## config.mk

```make
export PLATFORM = sky130hd
export DESIGN_NAME = button_debounce_gamepad_mapper
export DESIGN_NICKNAME = d
export VERILOG_FILES = /design/src/sv/bdgm_pkg.sv /design/src/sv/button_debounce_gamepad_mapper.sv
export SDC_FILE = /design/constraint.sdc
export NUM_CORES = 1
export LEC_CHECK = 0
export BUFFER_PORTS_ARGS = -buffer_cell sky130_fd_sc_hd__buf_2
export CORE_MARGIN = 4
export CORE_UTILIZATION = 55
export DETAILED_ROUTE_END_ITERATION = 7
export PLACE_DENSITY = 0.76
export SYNTH_ARGS = -nofsm -noshare
export SYNTH_HDL_FRONTEND = slang
export SYNTH_SLANG_ARGS = --single-unit
```

## constraint.sdc

```tcl
create_clock -name clk_i -period 7.2 [get_ports clk_i]
set_input_delay 1.44 -clock clk_i [delete_from_list [all_inputs] [get_ports clk_i]]
set_output_delay 1.44 -clock clk_i [all_outputs]
set_load 0.02 [all_outputs]
```

## src/sv/bdgm_pkg.sv

```systemverilog
package bdgm_pkg;

  localparam int unsigned BUTTON_COUNT = 16;
  localparam int unsigned BTN_W        = $clog2(BUTTON_COUNT);
  localparam int unsigned LIMIT_W      = 4;
  localparam int unsigned TARGET_W     = 5;
  localparam int unsigned ANGLE_W      = 10;
  localparam int unsigned HAT_COUNT    = 2;
  localparam int unsigned DIR_COUNT    = 4;

  localparam logic [LIMIT_W-1:0]  LIMIT_RESET     = LIMIT_W'(10);
  localparam logic [BTN_W-1:0]    SHIFT_BTN_RESET = BTN_W'(12);
  localparam logic [TARGET_W-1:0] SHIFT_OFFSET    = TARGET_W'(5);

  localparam logic signed [ANGLE_W-1:0] HAT_CENTER = ANGLE_W'(-1);

  typedef enum logic [1:0] {
    KIND_PRESS   = 2'd0,
    KIND_RELEASE = 2'd1,
    KIND_HAT     = 2'd2
  } report_kind_e;

  typedef enum logic {
    CFG_DEBOUNCE_LIMIT = 1'b0,
    CFG_SHIFT_BUTTON   = 1'b1
  } cfg_index_e;

  // Direction code doubles as the bit position in a hat's held vector.
  typedef enum logic [1:0] {
    DIR_0   = 2'd0,
    DIR_90  = 2'd1,
    DIR_180 = 2'd2,
    DIR_270 = 2'd3
  } hat_dir_e;

  typedef struct packed {
    logic                is_hat;
    logic [TARGET_W-1:0] id;
    hat_dir_e            dir;
  } map_entry_t;

  function automatic map_entry_t normal_map(input logic [BTN_W-1:0] btn);
    map_entry_t e;
    unique case (btn)
      4'd0:  e = '{1'b0, TARGET_W'(0), DIR_0};
      4'd1:  e = '{1'b0, TARGET_W'(5), DIR_0};
      4'd2:  e = '{1'b0, TARGET_W'(4), DIR_0};
      4'd3:  e = '{1'b0, TARGET_W'(1), DIR_0};
      4'd4:  e = '{1'b1, TARGET_W'(1), DIR_270};
      4'd5:  e = '{1'b1, TARGET_W'(1), DIR_180};
      4'd6:  e = '{1'b1, TARGET_W'(1), DIR_90};
      4'd7:  e = '{1'b1, TARGET_W'(1), DIR_0};
      4'd8:  e = '{1'b1, TARGET_W'(0), DIR_0};
      4'd9:  e = '{1'b1, TARGET_W'(0), DIR_90};
      4'd10: e = '{1'b1, TARGET_W'(0), DIR_180};
      4'd11: e = '{1'b1, TARGET_W'(0), DIR_270};
      4'd12: e = '{1'b0, TARGET_W'(0), DIR_0};
      4'd13: e = '{1'b0, TARGET_W'(2), DIR_0};
      4'd14: e = '{1'b0, TARGET_W'(3), DIR_0};
      default: e = '{1'b0, TARGET_W'(0), DIR_0};
    endcase
    return e;
  endfunction

  function automatic logic [TARGET_W-1:0] shift_map(input logic [BTN_W-1:0] btn);
    logic [TARGET_W-1:0] t;
    unique case (btn)
      4'd0:  t = TARGET_W'(0);
      4'd1:  t = TARGET_W'(5);
      4'd2:  t = TARGET_W'(4);
      4'd3:  t = TARGET_W'(1);
      4'd4:  t = TARGET_W'(6);
      4'd5:  t = TARGET_W'(7);
      4'd6:  t = TARGET_W'(8);
      4'd7:  t = TARGET_W'(9);
      4'd8:  t = TARGET_W'(10);
      4'd9:  t = TARGET_W'(11);
      4'd10: t = TARGET_W'(12);
      4'd11: t = TARGET_W'(13);
      4'd13: t = TARGET_W'(2);
      4'd14: t = TARGET_W'(3);
      4'd15: t = TARGET_W'(0);
      default: t = TARGET_W'(0);
    endcase
    // Button 12, the reset shift button, maps to button 0 with no offset.
    return (btn == BTN_W'(12)) ? t : t + SHIFT_OFFSET;
  endfunction

  // Held vector bit order: {270, 180, 90, 0}.
  function automatic logic signed [ANGLE_W-1:0] hat_angle(input logic [DIR_COUNT-1:0] held);
    logic signed [ANGLE_W-1:0] a;
    unique case (held)
      4'b0001: a = ANGLE_W'(0);
      4'b0010: a = ANGLE_W'(90);
      4'b0100: a = ANGLE_W'(180);
      4'b1000: a = ANGLE_W'(270);
      4'b0011: a = ANGLE_W'(45);
      4'b0101: a = ANGLE_W'(90);
      4'b1001: a = ANGLE_W'(315);
      4'b0110: a = ANGLE_W'(135);
      4'b1010: a = ANGLE_W'(180);
      4'b1100: a = ANGLE_W'(225);
      default: a = HAT_CENTER;
    endcase
    return a;
  endfunction

endpackage

```

## src/sv/button_debounce_gamepad_mapper.sv

```systemverilog
// Debounces raw contact samples of a 16-button matrix and maps the settled
// edges onto gamepad reports. Each input word is one sample for one button:
// that button's counter steps up on a closed contact and down on an open
// one, clamped to 0..debounce_limit (a limit of 0 acts as 1). Reaching the
// limit is a press, reaching 0 is a release; any other sample yields no
// output word. The shift button sets the shift layer, which remaps every
// button to a plain gamepad button. In the normal layer, eight buttons form
// two 4-way hats and produce a hat update with the recomputed angle (-1
// centered, one direction, mean of two, 315 for up-left, -1 for three or
// more). Throughput is one word per cycle while the output is not stalled:
// a sample passes through the input register, where its counter update,
// table lookup and hat compare complete, and lands in the output register.
// Output valid is registered from the input register; a stalled output
// holds the input. Write the two config registers only while the block
// is idle.
module button_debounce_gamepad_mapper
  import bdgm_pkg::*;
(
  input  logic                      clk_i,
  input  logic                      rst_ni,
  // Config write port
  input  logic                      cfg_we_i,
  input  logic                      cfg_index_i,
  input  logic [LIMIT_W-1:0]        cfg_data_i,
  // Sample input
  input  logic                      in_valid_i,
  output logic                      in_ready_o,
  input  logic [BTN_W-1:0]          button_index_i,
  input  logic                      contact_closed_i,
  // Report output
  output logic                      out_valid_o,
  input  logic                      out_ready_i,
  output logic [1:0]                report_kind_o,
  output logic [TARGET_W-1:0]       report_target_o,
  output logic signed [ANGLE_W-1:0] hat_angle_o
);

  // Config registers
  logic [LIMIT_W-1:0] limit_q;
  logic [BTN_W-1:0]   shift_btn_q;

  // Debounce state
  logic [LIMIT_W-1:0] counts_q [BUTTON_COUNT];
  logic               shift_q;

  // Input register
  logic               in_valid_q;
  logic [BTN_W-1:0]   in_btn_q;
  logic               in_closed_q;

  // Output register
  logic                      out_valid_q;
  logic [1:0]                kind_q;
  logic [TARGET_W-1:0]       target_q;
  logic signed [ANGLE_W-1:0] angle_q;

  // Move the held word forward whenever the output slot is free or draining.
  logic advance;
  assign advance    = in_valid_q && (!out_valid_q || out_ready_i);
  assign in_ready_o = !in_valid_q || advance;

  // Counter step for the held sample.
  logic [LIMIT_W-1:0] eff_limit;
  logic [LIMIT_W-1:0] old_cnt;
  logic [LIMIT_W:0]   raw_cnt;
  logic [LIMIT_W-1:0] new_cnt;
  logic               changed;
  logic               emit;
  logic               pressed;
  logic               shift_d;

  always_comb begin
    eff_limit = (limit_q == '0) ? LIMIT_W'(1) : limit_q;
    old_cnt   = counts_q[in_btn_q];
    if (in_closed_q) begin
      raw_cnt = {1'b0, old_cnt} + (LIMIT_W+1)'(1);
    end else begin
      raw_cnt = (old_cnt == '0) ? '0 : {1'b0, old_cnt} - (LIMIT_W+1)'(1);
    end
    // Clamp also pulls a counter down after the limit was lowered.
    new_cnt = (raw_cnt > {1'b0, eff_limit}) ? eff_limit : raw_cnt[LIMIT_W-1:0];
    changed = (new_cnt != old_cnt);
    pressed = (new_cnt == eff_limit);
    emit    = changed && (pressed || (new_cnt == '0));
    shift_d = (emit && (in_btn_q == shift_btn_q)) ? pressed : shift_q;
  end

  // Held vectors of both hats, seen with this sample's update applied.
  logic [DIR_COUNT-1:0] held [HAT_COUNT];
  map_entry_t           scan_e;
  logic [LIMIT_W-1:0]   scan_cnt;

  always_comb begin
    scan_e   = '0;
    scan_cnt = '0;
    for (int h = 0; h < HAT_COUNT; h++) begin
      held[h] = '0;
    end
    for (int i = 0; i < BUTTON_COUNT; i++) begin
      scan_e   = normal_map(BTN_W'(i));
      scan_cnt = (BTN_W'(i) == in_btn_q) ? new_cnt : counts_q[i];
      for (int h = 0; h < HAT_COUNT; h++) begin
        if (scan_e.is_hat && (scan_e.id == TARGET_W'(h)) && (scan_cnt == eff_limit)) begin
          held[h][scan_e.dir] = 1'b1;
        end
      end
    end
  end

  // Map the event through the active layer.
  map_entry_t                norm_e;
  logic [1:0]                kind_d;
  logic [TARGET_W-1:0]       target_d;
  logic signed [ANGLE_W-1:0] angle_d;

  always_comb begin
    norm_e = normal_map(in_btn_q);
    if (shift_d) begin
      kind_d   = pressed ? KIND_PRESS : KIND_RELEASE;
      target_d = shift_map(in_btn_q);
      angle_d  = '0;
    end else if (norm_e.is_hat) begin
      kind_d   = KIND_HAT;
      target_d = norm_e.id;
      angle_d  = hat_angle(held[norm_e.id[0]]);
    end else begin
      kind_d   = pressed ? KIND_PRESS : KIND_RELEASE;
      target_d = norm_e.id;
      angle_d  = '0;
    end
  end

  always_ff @(posedge clk_i or negedge rst_ni) begin
    if (!rst_ni) begin
      limit_q     <= LIMIT_RESET;
      shift_btn_q <= SHIFT_BTN_RESET;
      shift_q     <= 1'b0;
      in_valid_q  <= 1'b0;
      out_valid_q <= 1'b0;
      for (int i = 0; i < BUTTON_COUNT; i++) begin
        counts_q[i] <= '0;
      end
    end else begin
      if (cfg_we_i) begin
        unique case (cfg_index_i)
          CFG_DEBOUNCE_LIMIT: limit_q     <= cfg_data_i;
          CFG_SHIFT_BUTTON:   shift_btn_q <= BTN_W'(cfg_data_i);
          default: ;
        endcase
      end

      if (in_ready_o) begin
        in_valid_q <= in_valid_i;
      end

      if (advance) begin
        // Commit state and drop words that settle nothing.
        if (changed) begin
          counts_q[in_btn_q] <= new_cnt;
        end
        shift_q     <= shift_d;
        out_valid_q <= emit;
      end else if (out_ready_i) begin
        out_valid_q <= 1'b0;
      end
    end
  end

  // Payload registers, no reset.
  always_ff @(posedge clk_i) begin
    if (in_valid_i && in_ready_o) begin
      in_btn_q    <= button_index_i;
      in_closed_q <= contact_closed_i;
    end
    if (advance && emit) begin
      kind_q   <= kind_d;
      target_q <= target_d;
      angle_q  <= angle_d;
    end
  end

  assign out_valid_o     = out_valid_q;
  assign report_kind_o   = kind_q;
  assign report_target_o = target_q;
  assign hat_angle_o     = angle_q;

  // Button reports carry a zero angle.
  a_button_angle_zero: assert property (@(posedge clk_i) disable iff (!rst_ni)
    out_valid_o && (report_kind_o != KIND_HAT) |-> hat_angle_o == '0)
    else $error("button report with nonzero angle");

  // Hat updates name one of the two hats.
  a_hat_target: assert property (@(posedge clk_i) disable iff (!rst_ni)
    out_valid_o && (report_kind_o == KIND_HAT) |-> report_target_o < TARGET_W'(HAT_COUNT))
    else $error("hat update with bad hat number");

  // Input stalls only behind a blocked output word.
  a_stall_cause: assert property (@(posedge clk_i) disable iff (!rst_ni)
    !in_ready_o |-> in_valid_q && out_valid_q && !out_ready_i)
    else $error("input stalled without output backpressure");

  // A counter never leaves the configured range once a sample settled it.
  a_count_in_range: assert property (@(posedge clk_i) disable iff (!rst_ni)
    advance && changed |=> counts_q[$past(in_btn_q)] <= $past(eff_limit))
    else $error("counter above limit");

endmodule

```

==> metrics.md, run 1 <==
| Metric | Value |
|---|---|
| Status | finished, final reports clean |
| Reg power frac | 33.3% |
| Die Wd | 118 um |
| Worst Hold End | counts_q[55] |
| Max Clock Skew | 0.00838 ns |
| Crit path capture type | flip-flop |
| Vias | 5395 |
| N_diodes | 0 |
| Worst r2r src | in_btn_q[1] |
| Leak | 3.03 nW |
| Largest net degree at the start of global routing | 76 |
| CTS max path bufs | 2 |
| Root buffer cell | clkbuf_16 |
| RSZ-0062 raised after global routing | no |
| Yosys Warn Count | 0 |
| Syn_nets | 664 |
| HPWL after DPL | 13.0 mm |
| Fillers | 937 |
| Core area | 12000 um2 |
| Storage element area | 2700 um2 |
| Clock Latency Late Sink | 0.36 ns |
| CTS tree | yes |
| Post-synthesis cell type count | 94 |
| Initial antenna violation count | 0 |
| Top cell type's share of synthesized area | 26.6% |
| Nets | 692 |
| Max Clk Rate | 0.148 GHz |
| Global route overflow | 0 |
| Remaining DRCs | 0 |
| IO buf count | 33 |
| Fin crit period | 6.77 ns |
| Starting Density | 55.9% |
| Die Y | 118 um |
| Worst slew pin tran | 1.07 ns |
| Syn-to-layout area delta | 8.92% |
| Post-Syn Area per Cell | 10.5 um2 |
| Layout Utilization | 60.9% |
| Die Area | 14000 um2 |
| Internal Power | 1.82 mW |
| Worst reg2reg path depth | 20 |
| Clock sinks | 105 |
| Maximum capacitance violations | 0 |
| CP Launch Type | flip-flop |
| Flops & latches, synth | 105 |
| Most frequent cells in the layout | dfrtp_1, nand2_1, mux2_2 |
| Main flop type after synthesis | dfrtp_1 |
| Worst endpoint required time | 7.41 ns |
| Critical path class | flip-flop to flip-flop |
| Switching share of total power | 44.9% |
| FFs w/ async S/R, synth | 71.4% |
| Setup slack, reg-to-reg | 0.43 ns |
| Cells after synthesis | 635 |
| Share of layout cells above drive strength 1 | 24.4% |
| Final slew viol count | 0 |
| Row count | 40 |
| Setup ws final | 0.435 ns |
| All-Layer GR Usage | 25.7% |
| Worst slack at placement | 0.428 ns |
| Comb power frac | 51.3% |
| VDD IR-drop max | 213 uV |
| Num CTS Buffers | 9 |
| Routed vias/inst | 6.62 |
| Commonest non-fill, non-tap cell in the layout | dfrtp_1 |
| Worst hold path startpoint | counts_q[55] |
| Pwr Total | 3.30 mW |
| Gpl congestion | 0.986 |
| Number of synthesized flops with an enable pin | 22 |
| Switching power total | 1.48 mW |
| Seq/Total Area, Yosys | 40.4% |
| Crit path arrival time | 6.97 ns |
| Maximum fanout along the worst path | 21 |
| Design Area, Final | 7280 um2 |
| Synth Cell Area | 6690 um2 |
| Critical R2R Capture | hat_angle_o[3] |
| Final hold vios | 0 |
| Clock share of power | 15.5% |
| Pwr/cell area | 454 nW/um2 |
| Area of the multi-input gates | 3710 um2 |
| Final setup fails | 0 |
| Setup_tns | 0 ns |
| First-pass GRT wire length | 28.3 mm |
| Worst-path clk slew | 0.07 ns |
| Ports | 34 |
| WL per Instance | 21.8 um |
| ANT nets after route | 0 |
| Max-slew headroom | 28.9% |
| Placement-stage cell area | 6960 um2 |
| Fin crit share | 94.0% |
| Starting DRT DRC Count | 518 |
| Worst hold path depth | 2 |
| DRT Pass-1 Iters | 5 |
| Htree depth | 3 |
| Hold crit path type | flip-flop to flip-flop |
| Synth top area cells | dfrtp_1, edfxtp_1, mux2_2 |
| Final WL | 17.7 mm |
| Cell taking the most area after synthesis | dfrtp_1 |
| Vias in the first global route | 5120 |
-- cell usage after synthesis (5+ instances only) --
| cell | number |
|---|---|
| xor2_1 | 7 |
| xnor2_1 | 9 |
| edfxtp_1 | 22 |
| o21a_1 | 8 |
| inv_1 | 19 |
| o21ai_0 | 37 |
| ha_1 | 14 |
| mux4_2 | 9 |
| nand4_1 | 6 |
| nand3_1 | 13 |
| and2_1 | 9 |
| dfrtp_1 | 71 |
| mux2_1 | 14 |
| mux2_2 | 45 |
| nand2b_1 | 5 |
| buf_6 | 7 |
| dfxtp_1 | 8 |
| a22oi_1 | 10 |
| mux2i_1 | 20 |
| nor2_1 | 43 |
| clkbuf_1 | 16 |
| nor3_1 | 13 |
| nand2_1 | 53 |
| a221oi_1 | 5 |
| a21oi_1 | 23 |
| nor2b_1 | 15 |
| or3_1 | 5 |
| a31oi_1 | 5 |
-- metrics by stage --
step	std cells	hold slack [ns]
3_3_place_gp	798	0.460
6_report	815	0.487
3_5_place_dp	798	0.466
5_1_grt	815	0.513
4_1_cts	814	0.486
2_1_floorplan	635	0.442
-- worst max path at each step --
stage	start	to	depth (start not counted)
after floorplan	in_btn_q[0]	hat_angle_o[3]	25
after global placement	in_btn_q[0]	hat_angle_o[3]	23
after detailed placement	in_btn_q[0]	hat_angle_o[3]	23
after CTS	in_btn_q[0]	hat_angle_o[3]	23
after global routing	in_btn_q[1]	hat_angle_o[3]	20
final	in_btn_q[1]	hat_angle_o[3]	20
-- registers in the layout (all words and copies together), names as in the netlist, named ones only --
| signal | count |
|---|---|
| counts_q | 64 |
| hat_angle_o | 10 |
| report_target_o | 5 |
| in_btn_q | 4 |
| limit_q | 4 |
| norm_e | 4 |
| shift_btn_q | 4 |
| report_kind_o | 2 |
| in_closed_q | 1 |
| in_valid_q | 1 |
| out_valid_o | 1 |
| shift_q | 1 |
-- power groups by stage --
| stage | Combinational (mW) | Sequential, mW | Clock (mW) |
|---|---|---|---|
| after global routing | 1.83 | 1.12 | 0.544 |
| final | 1.69 | 1.10 | 0.511 |
| after floorplan | 1.17 | 1.07 | 0 |
| after global placement | 1.62 | 1.09 | 0 |
| after CTS | 1.67 | 1.09 | 0.516 |
| after detailed placement | 1.67 | 1.10 | 0 |
-- kinds of logic (layout without fill, tap and decap cells) --
logic type	count (synthesis)	after routing	share of synthesized area [%]
muxes	92	92	17.2
AOI/OAI and AO/OA	150	150	17.2
DFF	105	105	40.4
xor gates and xnor gates	16	16	2.10
buffers and inverters	55	88	4.06
and+or+nand+nor	203	203	16.4
adders and majority gates	14	14	2.62
-- worst max-delay path, cell delays in order (launching register included) --
cell and delay [ns]:
edfxtp_1 0.92, buf_4 0.37, mux2i_1 0.14, a22o_1 0.28
nor4_1 0.59, o2111ai_1 0.42, o311ai_1 0.24, o21a_1 0.39
inv_1 0.08, ha_1 0.31, o21a_1 0.12, o21a_1 0.19
o21ai_0 0.38, a21oi_1 0.16, or3b_1 0.44, a211oi_4 0.50
inv_2 0.12, ha_1 0.24, or3_1 0.41, a21boi_1 0.15
a21oi_1 0.14
-- layout make-up --
| class | instances | share of cell area [%] |
|---|---|---|
| Timing Repair Buffer | 49 | 3.92 |
| Multi-Input combinational cell | 475 | 51.0 |
| Clock inverter | 7 | 1.20 |
| Sequential cell | 105 | 37.1 |
| Inverter | 23 | 1.19 |
| Clock buffer | 9 | 3.09 |
| Tap cell | 147 | 2.52 |
-- per-layer routing --
layer | wire, um | up-vias | global-route usage (%)
met5 | 0 | - | 0
met4 | 472 | 0 | 10.5
met3 | 1310 | 34 | 4.93
met2 | 8400 | 242 | 39.8
met1 | 7550 | 2674 | 35.5
li1 | - | 2445 | -
-- what timing repair did --
item	in CTS	in global routing
gates resized for setup	0	0
hold buffers	0	0
buffers inserted	0	1
setup endpoints to repair	0	2
Power figures use the tool's default switching activity.
==> run 2: changes to the inputs <==
RECOVER_POWER = 25   (was unset)
==> run 2 against run 1 <==
Wire length down 0.10%. Sequential share of layout area about the same. Register-to-register slack lost 0.08 ns. Sequential cell count did not move. Worst setup slack worse by 0.075 ns. Utilization decreased by 0.063 points. The run now ends with max-capacitance violations, max-slew violations left. Non-clock buffer count is the same.
==> metrics.md, run 2 (synthesis gave the netlist of run 1 again) <==
| Metric | Value |
|---|---|
| Fin crit share | 95.0% |
| Pwr Total | 3.30 mW |
| Worst slack at placement | 0.428 ns |
| Largest net degree at the start of global routing | 76 |
| Max Used Layer | met4 |
| IO buf count | 33 |
| Pwr/cell area | 454 nW/um2 |
| Worst hold path depth | 2 |
| ANT nets after route | 0 |
| Die Wd | 118 um |
| CTS max path bufs | 2 |
| Max reg flops | 64 |
| Starting DRT DRC Count | 529 |
| CP Launch Type | flip-flop |
| Routed vias/inst | 6.57 |
| Row count | 40 |
| Area of the multi-input gates | 3710 um2 |
| Fillers | 937 |
| Gpl congestion | 0.986 |
| Maximum fanout along the worst path | 21 |
| Most frequent cells in the layout | dfrtp_1, nand2_1, mux2_2 |
| Crit path capture type | flip-flop |
| All-Layer GR Usage | 25.7% |
| Largest Register | counts_q |
| Status | finished with violations |
| Hold Buf Count CTS | 0 |
| WL per Instance | 21.7 um |
| Starting Density | 55.9% |
| Critical path class | flip-flop to flip-flop |
| Share of layout cells above drive strength 1 | 23.8% |
| Hold WS | 0.487 ns |
| HPWL after DPL | 13.0 mm |
| Routed wl met3 | 1.18 mm |
| Worst r2r src | in_btn_q[1] |
| Die Area | 14000 um2 |
| Commonest non-fill, non-tap cell in the layout | dfrtp_1 |
| Die Y | 118 um |
| Final hold vios | 0 |
| Core area | 12000 um2 |
| Ports | 34 |
| Nets | 692 |
| N_diodes | 0 |
| Worst endpoint required time | 7.40 ns |
| Final setup fails | 0 |
| VDD IR-drop max | 213 uV |
| Fin cells | 815 |
| Worst hold path startpoint | counts_q[15] |
| Post-CTS Resized | 0 |
| Initial antenna violation count | 0 |
| Setup_tns | 0 ns |
| Setup ws final | 0.360 ns |
| Worst slew pin tran | 4.03 ns |
| Final slew viol count | 76 |
| Syn-to-layout area delta | 8.81% |
| Maximum capacitance violations | 1 |
| Worst-path clk slew | 0.07 ns |
| Remaining DRCs | 0 |
| Num CTS Buffers | 9 |
| Inst Count DP | 798 |
| Vias | 5358 |
| RSZ-0062 raised after global routing | no |
| Worst Hold End | counts_q[15] |
| Vias in the first global route | 5120 |
| Leak | 3.02 nW |
| Global route overflow | 0 |
| Htree depth | 3 |
| Failing checks | max-capacitance violations, max-slew violations |
| Max-slew headroom | -169% |
| Setup slack, reg-to-reg | 0.36 ns |
| Met2 Wirelength | 8.34 mm |
| Max Clk Rate | 0.146 GHz |
| Clock sinks | 105 |
| Max Clock Skew | 0.00745 ns |
| Placement-stage cell area | 6960 um2 |
| Storage element area | 2700 um2 |
| CTS tree | yes |
| Design Area, Final | 7280 um2 |
| Clock Latency Late Sink | 0.36 ns |
| First-pass GRT wire length | 28.3 mm |
| Fin crit period | 6.84 ns |
| Hold crit path type | flip-flop to flip-flop |
| Setup bufs post-CTS | 0 |
| Layout Utilization | 60.8% |
| Final WL | 17.7 mm |
| Crit path arrival time | 7.04 ns |
| M1 WL | 7.68 mm |
| Critical R2R Capture | hat_angle_o[3] |
| Worst reg2reg path depth | 20 |
| Root buffer cell | clkbuf_16 |
| DRT Pass-1 Iters | 5 |
run 2: changes by cell type in the layout (fill, tap and decap cells not counted), sizes merged:
cell	before	now
buf	49	45
clkbuf	9	13
run 2: worst max-delay path by stage:
stage / endpoint / slack, ns / cells after the start / from
after detailed placement: hat_angle_o[3] / 0.43 / 23 / in_btn_q[0]
after global routing: hat_angle_o[3] / 0.03 / 20 / in_btn_q[1]
after global placement: hat_angle_o[3] / 0.72 / 23 / in_btn_q[0]
after floorplan: hat_angle_o[3] / 1.34 / 25 / in_btn_q[0]
final: hat_angle_o[3] / 0.36 / 20 / in_btn_q[1]
after CTS: hat_angle_o[3] / 0.37 / 23 / in_btn_q[0]
run 2: per-layer routing:
layer,track usage [%],vias to the layer above
met1,35.5,2655
met3,4.93,44
li1,-,2449
met5,0,-
met4,10.5,0
met2,39.8,210
run 2: final cells by class:
class | count | area share (%)
Clock inverter | 7 | 1.20
Inverter | 23 | 1.19
Clock buffer | 9 | 3.09
Timing Repair Buffer | 49 | 3.82
Tap cell | 147 | 2.53
Multi-Input combinational cell | 475 | 51.0
Sequential cell | 105 | 37.1
run 2: where the power goes:
group | switching, mW | leakage, nW | internal (mW)
logic | 1.04 | 1.67 | 0.658
clock network | 0.234 | 0.147 | 0.276
registers | 0.211 | 1.20 | 0.887
total | 1.48 | 3.02 | 1.82
run 2: worst max-delay path, stage by stage, from the launching register on:
cell and delay [ns]:
edfxtp_1 0.91, buf_4 0.37, mux2i_1 0.14, a22o_1 0.28, nor4_1 0.66, o2111ai_1 0.44
o311ai_1 0.25, o21a_1 0.39, inv_1 0.08, ha_1 0.31, o21a_1 0.12, o21a_1 0.19
o21ai_0 0.38, a21oi_1 0.16, or3b_1 0.44, a211oi_4 0.50, inv_2 0.12, ha_1 0.24
or3_1 0.40, a21boi_1 0.15, a21oi_1 0.14
==> run 3: changes to the inputs <==
CTS_BUF_LIST = sky130_fd_sc_hd__clkbuf_4 sky130_fd_sc_hd__clkbuf_8   (was unset)
==> run 3 against run 2 <==
The flow still finishes with violations (max-capacitance violations, max-slew violations). Via count grew 1.3%. Fmax grew 1.4%. Sequential power is essentially flat. Clock skew grew 0.010 ns. Utilization shrank 0.78 points. Critical endpoint unchanged. Largest cell class unchanged.
==> metrics.md, run 3 (synthesis gave the netlist of run 1 again) <==
| Metric | Value |
|---|---|
| Initial antenna violation count | 0 |
| Fin crit share | 93.7% |
| Worst slew pin tran | 4.02 ns |
| Htree depth | 3 |
| HPWL after DPL | 13.0 mm |
| Crit path capture type | flip-flop |
| Clock sinks | 105 |
| Storage element area | 2700 um2 |
| Num CTS Buffers | 9 |
| All-Layer GR Usage | 25.6% |
| Worst endpoint required time | 7.44 ns |
| Final slew viol count | 76 |
| Crit path arrival time | 6.98 ns |
| Max-slew headroom | -168% |
| Hold WS | 0.493 ns |
| Vias | 5428 |
| Fin crit period | 6.74 ns |
| Critical R2R Capture | hat_angle_o[3] |
| First-pass GRT wire length | 28.3 mm |
| Hold Buf Count CTS | 0 |
| Status | finished with violations |
| Maximum fanout along the worst path | 12 |
| Failing checks | max-capacitance violations, max-slew violations |
| Most frequent cells in the layout | dfrtp_1, nand2_1, mux2_2 |
| N_diodes | 0 |
| Final WL | 17.9 mm |
| Fin cells | 816 |
| Starting Density | 55.9% |
| Worst reg2reg path depth | 23 |
| DRT Pass-1 Iters | 5 |
| Worst hold path depth | 2 |
| WL per Instance | 21.9 um |
| Setup bufs post-CTS | 0 |
| Nets | 693 |
| Clock Latency Late Sink | 0.39 ns |
| Critical path class | flip-flop to flip-flop |
| Commonest non-fill, non-tap cell in the layout | dfrtp_1 |
| Syn-to-layout area delta | 7.41% |
| CTS max path bufs | 2 |
| Remaining DRCs | 0 |
| Setup_tns | 0 ns |
| Largest Register | counts_q |
| Ports | 34 |
| Vias in the first global route | 5101 |
| Final hold vios | 0 |
| CP Launch Type | flip-flop |
| Die Y | 118 um |
| Share of layout cells above drive strength 1 | 23.9% |
| Largest net degree at the start of global routing | 76 |
| Post-CTS Resized | 0 |
| Inst Count DP | 798 |
| Fillers | 951 |
| Worst-path clk slew | 0.11 ns |
| RSZ-0062 raised after global routing | no |
| Root buffer cell | clkbuf_8 |
| Core area | 12000 um2 |
| Gpl congestion | 0.986 |
| ANT nets after route | 0 |
| Routed vias/inst | 6.65 |
| Worst r2r src | in_btn_q[0] |
| Die Area | 14000 um2 |
| Final setup fails | 0 |
| Area of the multi-input gates | 3710 um2 |
| IO buf count | 33 |
| Leak | 2.98 nW |
| Hold crit path type | flip-flop to flip-flop |
| Max Clk Rate | 0.148 GHz |
| Starting DRT DRC Count | 512 |
| Row count | 40 |
| Max Clock Skew | 0.0176 ns |
| Setup slack, reg-to-reg | 0.46 ns |
| VDD IR-drop max | 204 uV |
| CTS tree | yes |
| Max reg flops | 64 |
| Maximum capacitance violations | 1 |
| Worst hold path startpoint | counts_q[55] |
| Global route overflow | 0 |
| Worst Hold End | counts_q[55] |
| Pwr/cell area | 444 nW/um2 |
| Die Wd | 118 um |
==> run 3: cell types whose count changed in the layout (fill, tap and decap cells not counted) <==
cell	before	now
buf_4	15	16
clkbuf_8	0	9
clkbuf_16	9	0
==> run 3: how the worst max path moves through the flow <==
stage / from / to / slack, ns / cells past startpoint
2_1_floorplan: in_btn_q[0] / hat_angle_o[3] / 1.34 / 25
3_3_place_gp: in_btn_q[0] / hat_angle_o[3] / 0.72 / 23
3_5_place_dp: in_btn_q[0] / hat_angle_o[3] / 0.43 / 23
4_1_cts: in_btn_q[0] / hat_angle_o[3] / 0.37 / 23
5_1_grt: in_btn_q[0] / hat_angle_o[3] / 0.04 / 23
6_report: in_btn_q[0] / hat_angle_o[3] / 0.46 / 23
==> run 3: power breakdown <==
part	switching, mW	internal (mW)
Sequential	0.211	0.886
Combinational	1.05	0.658
Clock	0.218	0.167
Total	1.48	1.71
==> run 3: metrics by stage <==
step                total power, mW  setup slack, ns  instance area, um2  util (%)
floorplan                      2.24             1.34                6690         -
global placement               2.72            0.716                6960      58.2
detailed placement             2.77            0.428                6960      58.2
CTS                            3.16            0.367                7180      60.0
global route                   3.37           0.0405                7180      60.1
finish                         3.19            0.457                7180      60.1
==> run 3: critical path, stage by stage, from the launching register on <==
cell and delay [ns]:
edfxtp_1 0.75, mux4_2 0.59, a22oi_1 0.23, nand3_2 0.16, inv_1 0.15, ha_1 0.29
inv_1 0.10, a311o_1 0.35, a21o_1 0.20, and2_1 0.20, ha_1 0.32, nor2b_1 0.13
o21a_1 0.16, o21a_1 0.17, o21ai_0 0.45, nand4_1 0.32, a21oi_1 0.25, o21ai_0 0.18
a211oi_4 0.51, inv_2 0.13, ha_1 0.24, or3_1 0.41, a21boi_1 0.15, a21oi_1 0.14
==> run 3: final cells by class <==
class,instances,share of cell area [%]
multi-input cells,475,51.7
repair buffers,50,3.97
flip-flops and latches,105,37.6
inverters,23,1.20
well taps,147,2.56
clock buffers,9,1.72
clock inverters,7,1.22
==> run 3: layer usage <==
| metal | track usage (%) | up-vias | routed length, um | part of all wire [%] |
|---|---|---|---|---|
| met5 | 0 | - | 0 | 0 |
| met1 | 35.3 | 2692 | 7500 | 42 |
| li1 | - | 2447 | - | - |
| met2 | 39.7 | 251 | 8440 | 47 |
| met3 | 5.17 | 38 | 1400 | 7.9 |
| met4 | 10.2 | 0 | 528 | 3.0 |
